--- src/cscan_pkg.sv ---
// shared constants, types and codes of the c-scan disk scheduler
`default_nettype none

package cscan_pkg;

  localparam int MAX_REQUESTS = 32;
  localparam int TRACK_BITS   = 12;
  localparam int ENTRIES      = MAX_REQUESTS + 3;
  localparam int CNT_BITS     = $clog2(ENTRIES + 1);
  localparam int SUM_BITS     = 18;
  localparam int CFG_IDX_BITS = 2;

  localparam logic [SUM_BITS-1:0]     SUM_LIMIT       = '1;
  localparam logic [TRACK_BITS-1:0]   MAX_TRACK_RESET = TRACK_BITS'(199);
  localparam logic [CFG_IDX_BITS-1:0] REG_HEAD_START  = CFG_IDX_BITS'(0);
  localparam logic [CFG_IDX_BITS-1:0] REG_MAX_TRACK   = CFG_IDX_BITS'(1);

  typedef enum logic [2:0] {
    ST_LOAD,
    ST_ADD_HEAD,
    ST_ADD_ZERO,
    ST_ADD_MAX,
    ST_SEEK,
    ST_EMIT
  } state_e;

  typedef enum logic [1:0] {
    SRC_REQ,
    SRC_HEAD,
    SRC_ZERO,
    SRC_MAX
  } src_e;

  typedef struct packed {
    logic insert;
    src_e src;
    logic rotate;
    logic emit_step;
    logic done;
  } cmd_t;

  typedef struct packed {
    logic store_full;
    logic at_head;
    logic emit_last;
  } sts_t;

endpackage

`default_nettype wire

--- src/cscan_ctrl.sv ---
// controller state machine: load, add boundary entries, seek head, emit
`default_nettype none

module cscan_ctrl import cscan_pkg::*; (
  input  wire logic clk_i,
  input  wire logic rst_ni,
  input  wire logic in_valid_i,
  input  wire logic last_request_i,
  input  wire logic out_stall_i,
  input  sts_t      sts_i,
  output logic      in_stall_o,
  output logic      out_valid_o,
  output cmd_t      cmd_o
);

  state_e state_q, state_d;
  logic   in_acc, out_acc;

  assign in_acc  = in_valid_i && (state_q == ST_LOAD);
  assign out_acc = !out_stall_i && (state_q == ST_EMIT);

  always_ff @(posedge clk_i or negedge rst_ni) begin
    if (!rst_ni) begin
      state_q <= ST_LOAD;
    end else begin
      state_q <= state_d;
    end
  end

  always_comb begin
    state_d = state_q;
    case (state_q)
      ST_LOAD: begin
        if (in_acc && last_request_i) state_d = ST_ADD_HEAD;
      end
      ST_ADD_HEAD: state_d = ST_ADD_ZERO;
      ST_ADD_ZERO: state_d = ST_ADD_MAX;
      ST_ADD_MAX:  state_d = ST_SEEK;
      ST_SEEK: begin
        if (sts_i.at_head) state_d = ST_EMIT;
      end
      ST_EMIT: begin
        if (out_acc && sts_i.emit_last) state_d = ST_LOAD;
      end
      default: state_d = ST_LOAD;
    endcase
  end

  always_comb begin
    cmd_o       = '0;
    cmd_o.src   = SRC_REQ;
    in_stall_o  = 1'b1;
    out_valid_o = 1'b0;
    case (state_q)
      ST_LOAD: begin
        in_stall_o   = 1'b0;
        cmd_o.insert = in_acc && !sts_i.store_full;
      end
      ST_ADD_HEAD: begin
        cmd_o.insert = 1'b1;
        cmd_o.src    = SRC_HEAD;
      end
      ST_ADD_ZERO: begin
        cmd_o.insert = 1'b1;
        cmd_o.src    = SRC_ZERO;
      end
      ST_ADD_MAX: begin
        cmd_o.insert = 1'b1;
        cmd_o.src    = SRC_MAX;
      end
      ST_SEEK: begin
        // entries below the head move to the back of the ring
        cmd_o.rotate = !sts_i.at_head;
      end
      ST_EMIT: begin
        out_valid_o     = 1'b1;
        cmd_o.emit_step = out_acc;
        cmd_o.rotate    = out_acc;
        cmd_o.done      = out_acc && sts_i.emit_last;
      end
      default: begin
        in_stall_o = 1'b1;
      end
    endcase
  end

endmodule

`default_nettype wire

--- src/cscan_dp.sv ---
// datapath: config registers, sorted track ring, counters and movement sum
`default_nettype none

module cscan_dp import cscan_pkg::*; (
  input  wire logic                    clk_i,
  input  wire logic                    rst_ni,
  input  wire logic                    cfg_we_i,
  input  wire logic [CFG_IDX_BITS-1:0] cfg_idx_i,
  input  wire logic [TRACK_BITS-1:0]   cfg_wdata_i,
  input  wire logic [TRACK_BITS-1:0]   request_track_i,
  input  cmd_t                         cmd_i,
  output sts_t                         sts_o,
  output logic [TRACK_BITS-1:0]        served_track_o,
  output logic [SUM_BITS-1:0]          total_movement_o
);

  logic [TRACK_BITS-1:0] head_q, max_q;
  logic [TRACK_BITS-1:0] cells_q [ENTRIES];
  logic [TRACK_BITS-1:0] cells_d [ENTRIES];
  logic [ENTRIES-1:0]    gt;
  logic [CNT_BITS-1:0]   cnt_q, cnt_d, cnt_last, pos_q, pos_d;
  logic [TRACK_BITS-1:0] ins_val, prev_q, gap;
  logic [SUM_BITS-1:0]   sum_q, sum_d, sum_next;
  logic [SUM_BITS:0]     sum_wide;

  always_ff @(posedge clk_i or negedge rst_ni) begin
    if (!rst_ni) begin
      head_q <= '0;
      max_q  <= MAX_TRACK_RESET;
    end else if (cfg_we_i) begin
      case (cfg_idx_i)
        REG_HEAD_START: head_q <= cfg_wdata_i;
        REG_MAX_TRACK:  max_q  <= cfg_wdata_i;
        default: ;
      endcase
    end
  end

  always_comb begin
    case (cmd_i.src)
      SRC_REQ:  ins_val = request_track_i;
      SRC_HEAD: ins_val = head_q;
      SRC_ZERO: ins_val = '0;
      SRC_MAX:  ins_val = max_q;
      default:  ins_val = '0;
    endcase
  end

  assign cnt_last = cnt_q - CNT_BITS'(1);

  // each cell either keeps, takes its lower neighbor, takes the new track,
  // or takes its upper neighbor on a rotation
  for (genvar g = 0; g < ENTRIES; g++) begin : g_cell
    assign gt[g] = (CNT_BITS'(g) >= cnt_q) || (cells_q[g] > ins_val);

    always_comb begin
      cells_d[g] = cells_q[g];
      if (cmd_i.insert && gt[g]) begin
        if (g > 0) begin
          cells_d[g] = gt[(g + ENTRIES - 1) % ENTRIES] ?
                       cells_q[(g + ENTRIES - 1) % ENTRIES] : ins_val;
        end else begin
          cells_d[g] = ins_val;
        end
      end else if (cmd_i.rotate) begin
        cells_d[g] = (CNT_BITS'(g) == cnt_last) ? cells_q[0] : cells_q[(g + 1) % ENTRIES];
      end
    end

    always_ff @(posedge clk_i) begin
      cells_q[g] <= cells_d[g];
    end
  end

  assign gap      = (prev_q > cells_q[0]) ? (prev_q - cells_q[0]) : (cells_q[0] - prev_q);
  assign sum_wide = {1'b0, sum_q} + (SUM_BITS + 1)'(gap);
  assign sum_next = (pos_q == '0) ? '0 :
                    (sum_wide > (SUM_BITS + 1)'(SUM_LIMIT)) ? SUM_LIMIT : sum_wide[SUM_BITS-1:0];

  always_comb begin
    cnt_d = cnt_q;
    pos_d = pos_q;
    sum_d = sum_q;
    if (cmd_i.insert) cnt_d = cnt_q + CNT_BITS'(1);
    if (cmd_i.emit_step) begin
      pos_d = pos_q + CNT_BITS'(1);
      sum_d = sum_next;
    end
    if (cmd_i.done) begin
      cnt_d = '0;
      pos_d = '0;
      sum_d = '0;
    end
  end

  always_ff @(posedge clk_i or negedge rst_ni) begin
    if (!rst_ni) begin
      cnt_q <= '0;
      pos_q <= '0;
      sum_q <= '0;
    end else begin
      cnt_q <= cnt_d;
      pos_q <= pos_d;
      sum_q <= sum_d;
    end
  end

  always_ff @(posedge clk_i) begin
    if (cmd_i.emit_step) prev_q <= cells_q[0];
  end

  assign sts_o.store_full  = (cnt_q >= CNT_BITS'(MAX_REQUESTS));
  assign sts_o.at_head     = (cells_q[0] >= head_q);
  assign sts_o.emit_last   = (pos_q == cnt_last);
  assign served_track_o    = cells_q[0];
  assign total_movement_o  = sts_o.emit_last ? sum_next : '0;

endmodule

`default_nettype wire

--- src/cscan_disk_scheduler.sv ---
// c-scan disk scheduler top level: controller plus datapath
// requests load one item per cycle into a sorted register ring (insertion per cycle)
// after the last request the head, 0 and max track are added, then the ring rotates
// until its front is not below the head; then n = stored requests + 3 results follow,
// one per cycle while out_stall_i is low, each read from the front of the ring
// reset (async, low) clears counters, sum and state; head_start 0, max_track 199
`default_nettype none

module cscan_disk_scheduler import cscan_pkg::*; (
  input  wire logic                    clk_i,
  input  wire logic                    rst_ni,
  input  wire logic                    in_valid_i,
  output logic                         in_stall_o,
  input  wire logic [TRACK_BITS-1:0]   request_track_i,
  input  wire logic                    last_request_i,
  output logic                         out_valid_o,
  input  wire logic                    out_stall_i,
  output logic [TRACK_BITS-1:0]        served_track_o,
  output logic                         end_of_order_o,
  output logic [SUM_BITS-1:0]          total_movement_o,
  input  wire logic                    cfg_we_i,
  input  wire logic [CFG_IDX_BITS-1:0] cfg_idx_i,
  input  wire logic [TRACK_BITS-1:0]   cfg_wdata_i
);

  cmd_t cmd;
  sts_t sts;

  cscan_ctrl u_ctrl (
    .clk_i          (clk_i),
    .rst_ni         (rst_ni),
    .in_valid_i     (in_valid_i),
    .last_request_i (last_request_i),
    .out_stall_i    (out_stall_i),
    .sts_i          (sts),
    .in_stall_o     (in_stall_o),
    .out_valid_o    (out_valid_o),
    .cmd_o          (cmd)
  );

  cscan_dp u_dp (
    .clk_i            (clk_i),
    .rst_ni           (rst_ni),
    .cfg_we_i         (cfg_we_i),
    .cfg_idx_i        (cfg_idx_i),
    .cfg_wdata_i      (cfg_wdata_i),
    .request_track_i  (request_track_i),
    .cmd_i            (cmd),
    .sts_o            (sts),
    .served_track_o   (served_track_o),
    .total_movement_o (total_movement_o)
  );

  assign end_of_order_o = sts.emit_last;

  // no loading while results are shown
  a_no_load_while_emit: assert property (@(posedge clk_i) disable iff (!rst_ni)
    out_valid_o |-> in_stall_o)
    else $error("input taken while results pending");

  // after the final item the block returns to loading
  a_back_to_load: assert property (@(posedge clk_i) disable iff (!rst_ni)
    (out_valid_o && !out_stall_i && end_of_order_o) |=> (!in_stall_o && !out_valid_o))
    else $error("block did not return to loading after final item");

  // movement is reported only on the final item
  a_movement_final_only: assert property (@(posedge clk_i) disable iff (!rst_ni)
    (out_valid_o && !end_of_order_o) |-> (total_movement_o == '0))
    else $error("movement shown before final item");

  // insertion never overlaps rotation or emission
  a_insert_excl: assert property (@(posedge clk_i) disable iff (!rst_ni)
    cmd.insert |-> (!cmd.rotate && !cmd.emit_step))
    else $error("insert overlaps rotation");

endmodule

`default_nettype wire

--- config.mk ---
export PLATFORM = sky130hd
export DESIGN_NAME = cscan_disk_scheduler
export DESIGN_NICKNAME = d
export VERILOG_FILES = /design/src/cscan_pkg.sv /design/src/cscan_ctrl.sv /design/src/cscan_dp.sv /design/src/cscan_disk_scheduler.sv
export SDC_FILE = /design/constraint.sdc
export NUM_CORES = 2
export LEC_CHECK = 0
export BUFFER_PORTS_ARGS = -buffer_cell sky130_fd_sc_hd__buf_2
export CORE_MARGIN = 1.5
export CORE_UTILIZATION = 58
export DETAILED_ROUTE_END_ITERATION = 10
export PLACE_DENSITY = 0.7
export SYNTH_ARGS = -nofsm -noshare
export SYNTH_HDL_FRONTEND = slang
export SYNTH_HIERARCHICAL = 1
export SYNTH_SLANG_ARGS = --single-unit
--- constraint.sdc ---
create_clock -name clk_i -period 7.1 [get_ports clk_i]
set_input_delay 1.42 -clock clk_i [delete_from_list [all_inputs] [get_ports clk_i]]
set_output_delay 1.42 -clock clk_i [all_outputs]
set_load 0.005 [all_outputs]
# After elaboration in Yosys (flattened, before gate mapping)
# Memories as Yosys holds them, arrays and structs flattened.
# Cells that the tools add are included.
classes:
  add_sub_neg: 6
  order_cmp: 74
  eq_ne: 46
  muxes: 159
  n_reduce_logical: 89
op_table:
  columns: ["op", "count"]
  rows:
  - ["$mux 12", 139]
  - ["$gt 12x12->1", 36]
  - ["$eq 5x6->1 const A", 16]
  - ["$ge 5x6->1 const A", 16]
  - ["$mux 18", 5]
  - ["$eq 4x6->1 const A", 8]
  - ["$ge 4x6->1 const A", 8]
  - ["$pmux 12 s4", 1]
  - ["$logic_and 1x1->1", 40]
  - ["$logic_or 1x1->1", 35]
  - ["$eq 3x6->1 const A", 4]
  - ["$ge 3x6->1 const A", 4]
  - ["$mux 6", 4]
  - ["$sub 12x12->12", 2]
  - ["$add 18x12->19", 1]
  - ["$gt 19x18->1 const B", 1]
  - ["$ge 6x6->1 const A", 3]
  - ["$pmux 3 s6", 1]
  - ["$add 6x1->6 const B", 2]
  - ["$eq 2x6->1 const A", 2]
  - ["$eq 6x6->1 const A", 2]
  - ["$ge 1x6->1 const A", 2]
  - ["$ge 12x12->1", 1]
  - ["$ge 2x6->1 const A", 2]
  - ["24 further kinds", 39]
totals:
  register_bits: 69
  ram_bits: 420
  mem_count: 1
memory_table:
  columns: ["name", "depth", "width", "rd", "rd_ports_with_merged_regs", "wr", "line_no", "source"]
  rows:
  - ["u_dp.cells_q", 35, 12, 35, 0, 35, "cscan_dp.sv:18", "logic [TRACK_BITS-1:0] cells_q [ENTRIES];"]

# Logic depth before layout (Yosys ltp)
depth:
  ltp_word: 8
  mapped_depth: 21
  mapped_depth_nobuf: 19

# By module
# The synthesis kept the hierarchy.
modules_own_cells:
  columns: ["module", "n_inst", "cells_each", "area_each_um2", "seq_area_each_um2"]
  rows:
  - ["cscan_dp", 1, 3903, 40910.5, 14330.0]
  - ["cscan_ctrl", 1, 26, 236.5, 75.1]

# Worst setup path before layout
# Ideal clock, no wire load.
synth_path:
  kind: "flip-flop to output port"
  from: "memory u_dp.cells_q[0][1]"
  to: "output port total_movement_o[17]"
  arrival_ps: 4606
  setup_slack_ps: 1074
  stages_incl_launch_ff: 20
  n_path_buf: 3
  cell_sequence: "edfxtp_1 inv_1 clkbuf_1 fa_1 a211oi_1 o31a_1 or3_1 a21oi_2 buf_2 mux2i_1 xnor2_1 ha_1 nand3_1 a31oi_1 nor3b_1 o2bb2ai_1 nor3_1 clkbuf_1 nor2_1 a211oi_1"
synth_rtl:
  columns: ["element", "line_no", "source"]
  rows:
  - ["from (decl)", "cscan_dp.sv:18", null]
  - ["to (decl)", "cscan_disk_scheduler.sv:20", "output logic [SUM_BITS-1:0] total_movement_o,"]

==> impl_metrics.py <==
metrics = {
    "status": {
        "outcome": "complete, no violations",
    },
    "worst_setup_path": {
        "critPathArrivalTime_ps": 5290,
        "critPathCaptureType": "output port",
        "critPathRequiredTime_ps": 5680,
        "critPathKind": "register to output port",
        "r2r_start": "u_ctrl/state_q[2]",
        "ff2ff_path_depth": 14,
        "cp_max_fo": 10,
        "reg2reg_setup_slack_ps": 1440,
        "r2r_end": "u_dp/cells_q[32][8]",
        "critPathLaunchType": "register",
    },
    "min_path": {
        "hold_path_depth": 1,
        "min_to": "u_dp/max_q[10]",
        "hold_class": "register to register",
        "holdCritStartpoint": "u_dp/max_q[10]",
    },
    "run": {
        "cap_violations": 0,
    },
    "die": {
        "row_count": 97,
        "core_area_um2": 70150,
        "die_x_um": 269.4,
        "die_h_um": 269.4,
        "start_util_pct": 58.66,
        "die-area_um2": 72550,
        "io-pin-count": 65,
    },
    "routing": {
        "route.detailed.drc": 0,
        "drtIter0Drc": 3746,
        "wl_per_cell_um": 27.03,
        "first_pass_iters": 5,
        "postRouteAntennaNets": 0,
        "routed_wl_um": 133300,
        "vias_per_cell": 6.639,
        "num_vias": 32726,
    },
    "final_layout": {
        "drive_gt1_share_pct": 9.654,
        "nFillCells": 5888,
        "multiInputGateArea_um2": 25340,
        "syn2layout_area_growth_pct": 8.438,
        "final_core_utilization_pct": 63.61,
        "final_cell_area_um2": 44620,
        "nNetsFinal": 4450,
        "seqCellArea_um2": 14410,
    },
    "synth": {
        "ys_ff_latch": 489,
        "synth.area.mux_share_pct": 26.27,
        "synthXorXnorAreaFrac_pct": 0.8666,
        "seq_area_frac_synth_pct": 35.01,
        "synth_top_family_by_area": "multiplexers",
        "syn_inst": 3929,
        "synthAdderAreaFrac_pct": 14.59,
        "synth_compound_area_share_pct": 9.974,
        "synth_edf_count": 432,
        "synthSimpleGateAreaFrac_pct": 9.436,
        "yosys_warnings": 6,
        "synthArstFlopShare_pct": 11.66,
        "ys.flop_type": "edfxtp_1",
        "syn_nets": 4439,
        "post_synth_num_cell_types": 81,
        "netlist_area_um2": 41150,
        "syn_area_per_cell_um2": 10.47,
    },
    "timing": {
        "maxSlewHeadroom_pct": 12.24,
        "finalSetupViolCount": 0,
        "post-route-period-util_pct": 94.56,
        "fin_crit_ps": 6714,
        "hold-worst-slack_ps": 506.2,
        "hold_viol": 0,
        "max_slew.worst_pin.slew_ps": 1314,
        "fmax_mhz": 148.9,
        "slew_violations": 0,
        "finalSetupTns_ps": 0,
        "rsz0062_at_grt": "false",
        "finalClockSkew_ps": 16.63,
    },
    "global_route": {
        "grt_pass1_wl_um": 199800,
        "grt_pass1_vias": 31920,
        "gr-total-overflow": 0,
        "grt_start_max_net_pins": 58,
        "grt.total_usage_pct": 35.80,
        "grt_antenna_before_repair": 3,
    },
    "clock_tree": {
        "insertion_delay_ps": 640,
        "ctsResizeCount": 0,
        "hold_buffers": 0,
        "ctsHtreeMaxLevel": 2,
        "post_cts_buffers": 0,
        "path_clk_slew_ps": 60,
        "clockRootBuffer": "clkbuf_16",
        "cts_tree": "yes",
        "cts_sinks": 489,
        "clk_path_buf_depth": 3,
        "cts_buffers": 58,
    },
    "placed_design": {
        "placed_area_um2": 42770,
        "post-dp-hpwl_um": 89610,
        "portBuffers": 64,
        "routabilityCongestion": 0.9198,
    },
}
[critical path: stages (launching register included)]
cell and delay (ps):
edfxtp_1 390, ha_1 210, inv_1 80, fa_1 220, a211oi_1 100, o31a_1 300
or3_1 320, a21oi_2 430, buf_4 250, mux2i_1 240, xor2_1 180, ha_1 300
o21ai_0 170, nor2_1 80, o41ai_1 410, a21boi_0 270, o21ba_2 310, xnor2_1 130
a21oi_1 140, buf_2 140
[layout make-up]
cell class | instances | share of cell area (%)
antenna | 1 | 0.005608
clock buffer | 74 | 3.530
timing repair buffer | 214 | 3.270
sequential | 489 | 32.29
clock inverter | 34 | 0.5721
multi-input combinational | 3069 | 56.79
tap | 940 | 2.636
inverter | 108 | 0.9086
[per-layer routing]
layer / part of all wire [%] / vias up / GRT usage (%) / wire length, um
met5: 0 / - / 0 / 0
met1: 42 / 15955 / 49.56 / 55310
met4: 4.3 / 0 / 14.52 / 5760
li1: - / 14834 / - / -
met2: 44 / 1613 / 55.19 / 58200
met3: 10 / 324 / 6.697 / 13990
[state kept, by name, indices dropped and copies added (netlist names)]
signal	cells
u_ctrl/state_q	3
u_dp/cells_q	420
u_dp/cnt_q	6
u_dp/head_q	12
u_dp/max_q	12
u_dp/pos_q	6
u_dp/prev_q	12
u_dp/sum_q	18
[placed cells by master, fill, tap and decap left out, types with 14 or more instances in the layout]
master | Yosys | layout
o21a_1 | 18 | 18
nor2_1 | 248 | 247
inv_1 | 108 | 97
clkinv_1 | 0 | 18
o211ai_1 | 30 | 30
o21ai_0 | 116 | 116
ha_1 | 475 | 475
buf_4 | 20 | 149
nand3_1 | 24 | 24
xnor2_1 | 15 | 15
a21oi_1 | 359 | 358
clkbuf_16 | 0 | 61
dfrtp_1 | 52 | 51
nor2b_1 | 67 | 66
xor2_1 | 22 | 22
mux2i_1 | 1064 | 1064
a21o_1 | 39 | 39
nand2b_1 | 63 | 63
buf_2 | 83 | 64
nand2_1 | 151 | 151
nand4_1 | 106 | 106
mux2_2 | 14 | 14
nor3_1 | 48 | 47
edfxtp_1 | 432 | 432
[synthesized netlist by cell type, drive strengths merged (4+ instances only)]
| cell type | instances | area share [%] |
|---|---|---|
| nand2 | 153 | 1.4 |
| o22ai | 5 | 0.076 |
| nand2b | 64 | 0.99 |
| o221a | 13 | 0.36 |
| o211ai | 30 | 0.55 |
| nor2 | 250 | 2.3 |
| nor3b | 8 | 0.17 |
| nand3b | 5 | 0.091 |
| o21ai | 137 | 1.7 |
| o31ai | 7 | 0.13 |
| and2 | 10 | 0.15 |
| a21o | 39 | 0.71 |
| or4 | 6 | 0.11 |
| nor2b | 67 | 1.0 |
| xnor2 | 16 | 0.36 |
| o32a | 10 | 0.24 |
| o21a | 18 | 0.33 |
| or2 | 11 | 0.17 |
| buf | 113 | 1.5 |
| clkbuf | 150 | 1.4 |
| ha | 475 | 14 |
| mux2 | 14 | 0.38 |
| a31oi | 11 | 0.17 |
| nand4 | 106 | 1.6 |
| and3 | 4 | 0.061 |
| a211o | 8 | 0.17 |
| a21oi | 360 | 4.4 |
| inv | 108 | 0.99 |
| a211oi | 14 | 0.26 |
| or3 | 11 | 0.17 |
| edfxtp | 432 | 32 |
| dfstp | 5 | 0.32 |
| o31a | 7 | 0.15 |
| dfrtp | 52 | 3.2 |
| xor2 | 23 | 0.51 |
| nor3 | 51 | 0.67 |
| nand3 | 24 | 0.29 |
| a21boi | 4 | 0.073 |
| a221oi | 5 | 0.11 |
| mux2i | 1064 | 26 |
[worst max path at each step]
stage / from / to / cells after the start
floorplan: u_dp/cells_q[0][1] / total_movement_o[17] / 19
global placement: u_dp/cells_q[0][0] / total_movement_o[2] / 20
detailed placement: u_dp/cells_q[0][0] / total_movement_o[5] / 20
CTS: u_dp/cells_q[0][0] / total_movement_o[5] / 20
global route: u_dp/cells_q[0][0] / total_movement_o[15] / 19
finish: u_dp/cells_q[0][0] / total_movement_o[15] / 19
[cells by family (layout without fill, tap and decap cells)]
group | count (synthesis) | after routing
buffers and inverters | 371 | 430
muxes | 1078 | 1078
xor gates and xnor gates | 39 | 39
AOI/OAI and AO/OA | 694 | 694
DFF | 489 | 489
and+or+nand+nor | 780 | 780
adders and majority gates | 478 | 478
other | 0 | 1
[per-stage QoR]
| step | setup slack (ps) | std cells |
|---|---|---|
| global placement | 1049 | 4820 |
| detailed placement | 987.5 | 4820 |
| global route | 25.10 | 4928 |
| finish | 386.1 | 4929 |
| CTS | 301.1 | 4928 |
| floorplan | 1074 | 3929 |
Power is left out: the tool's default activity adds up to more than one toggle a clock period on the data nets, which glitch-free logic cannot reach.
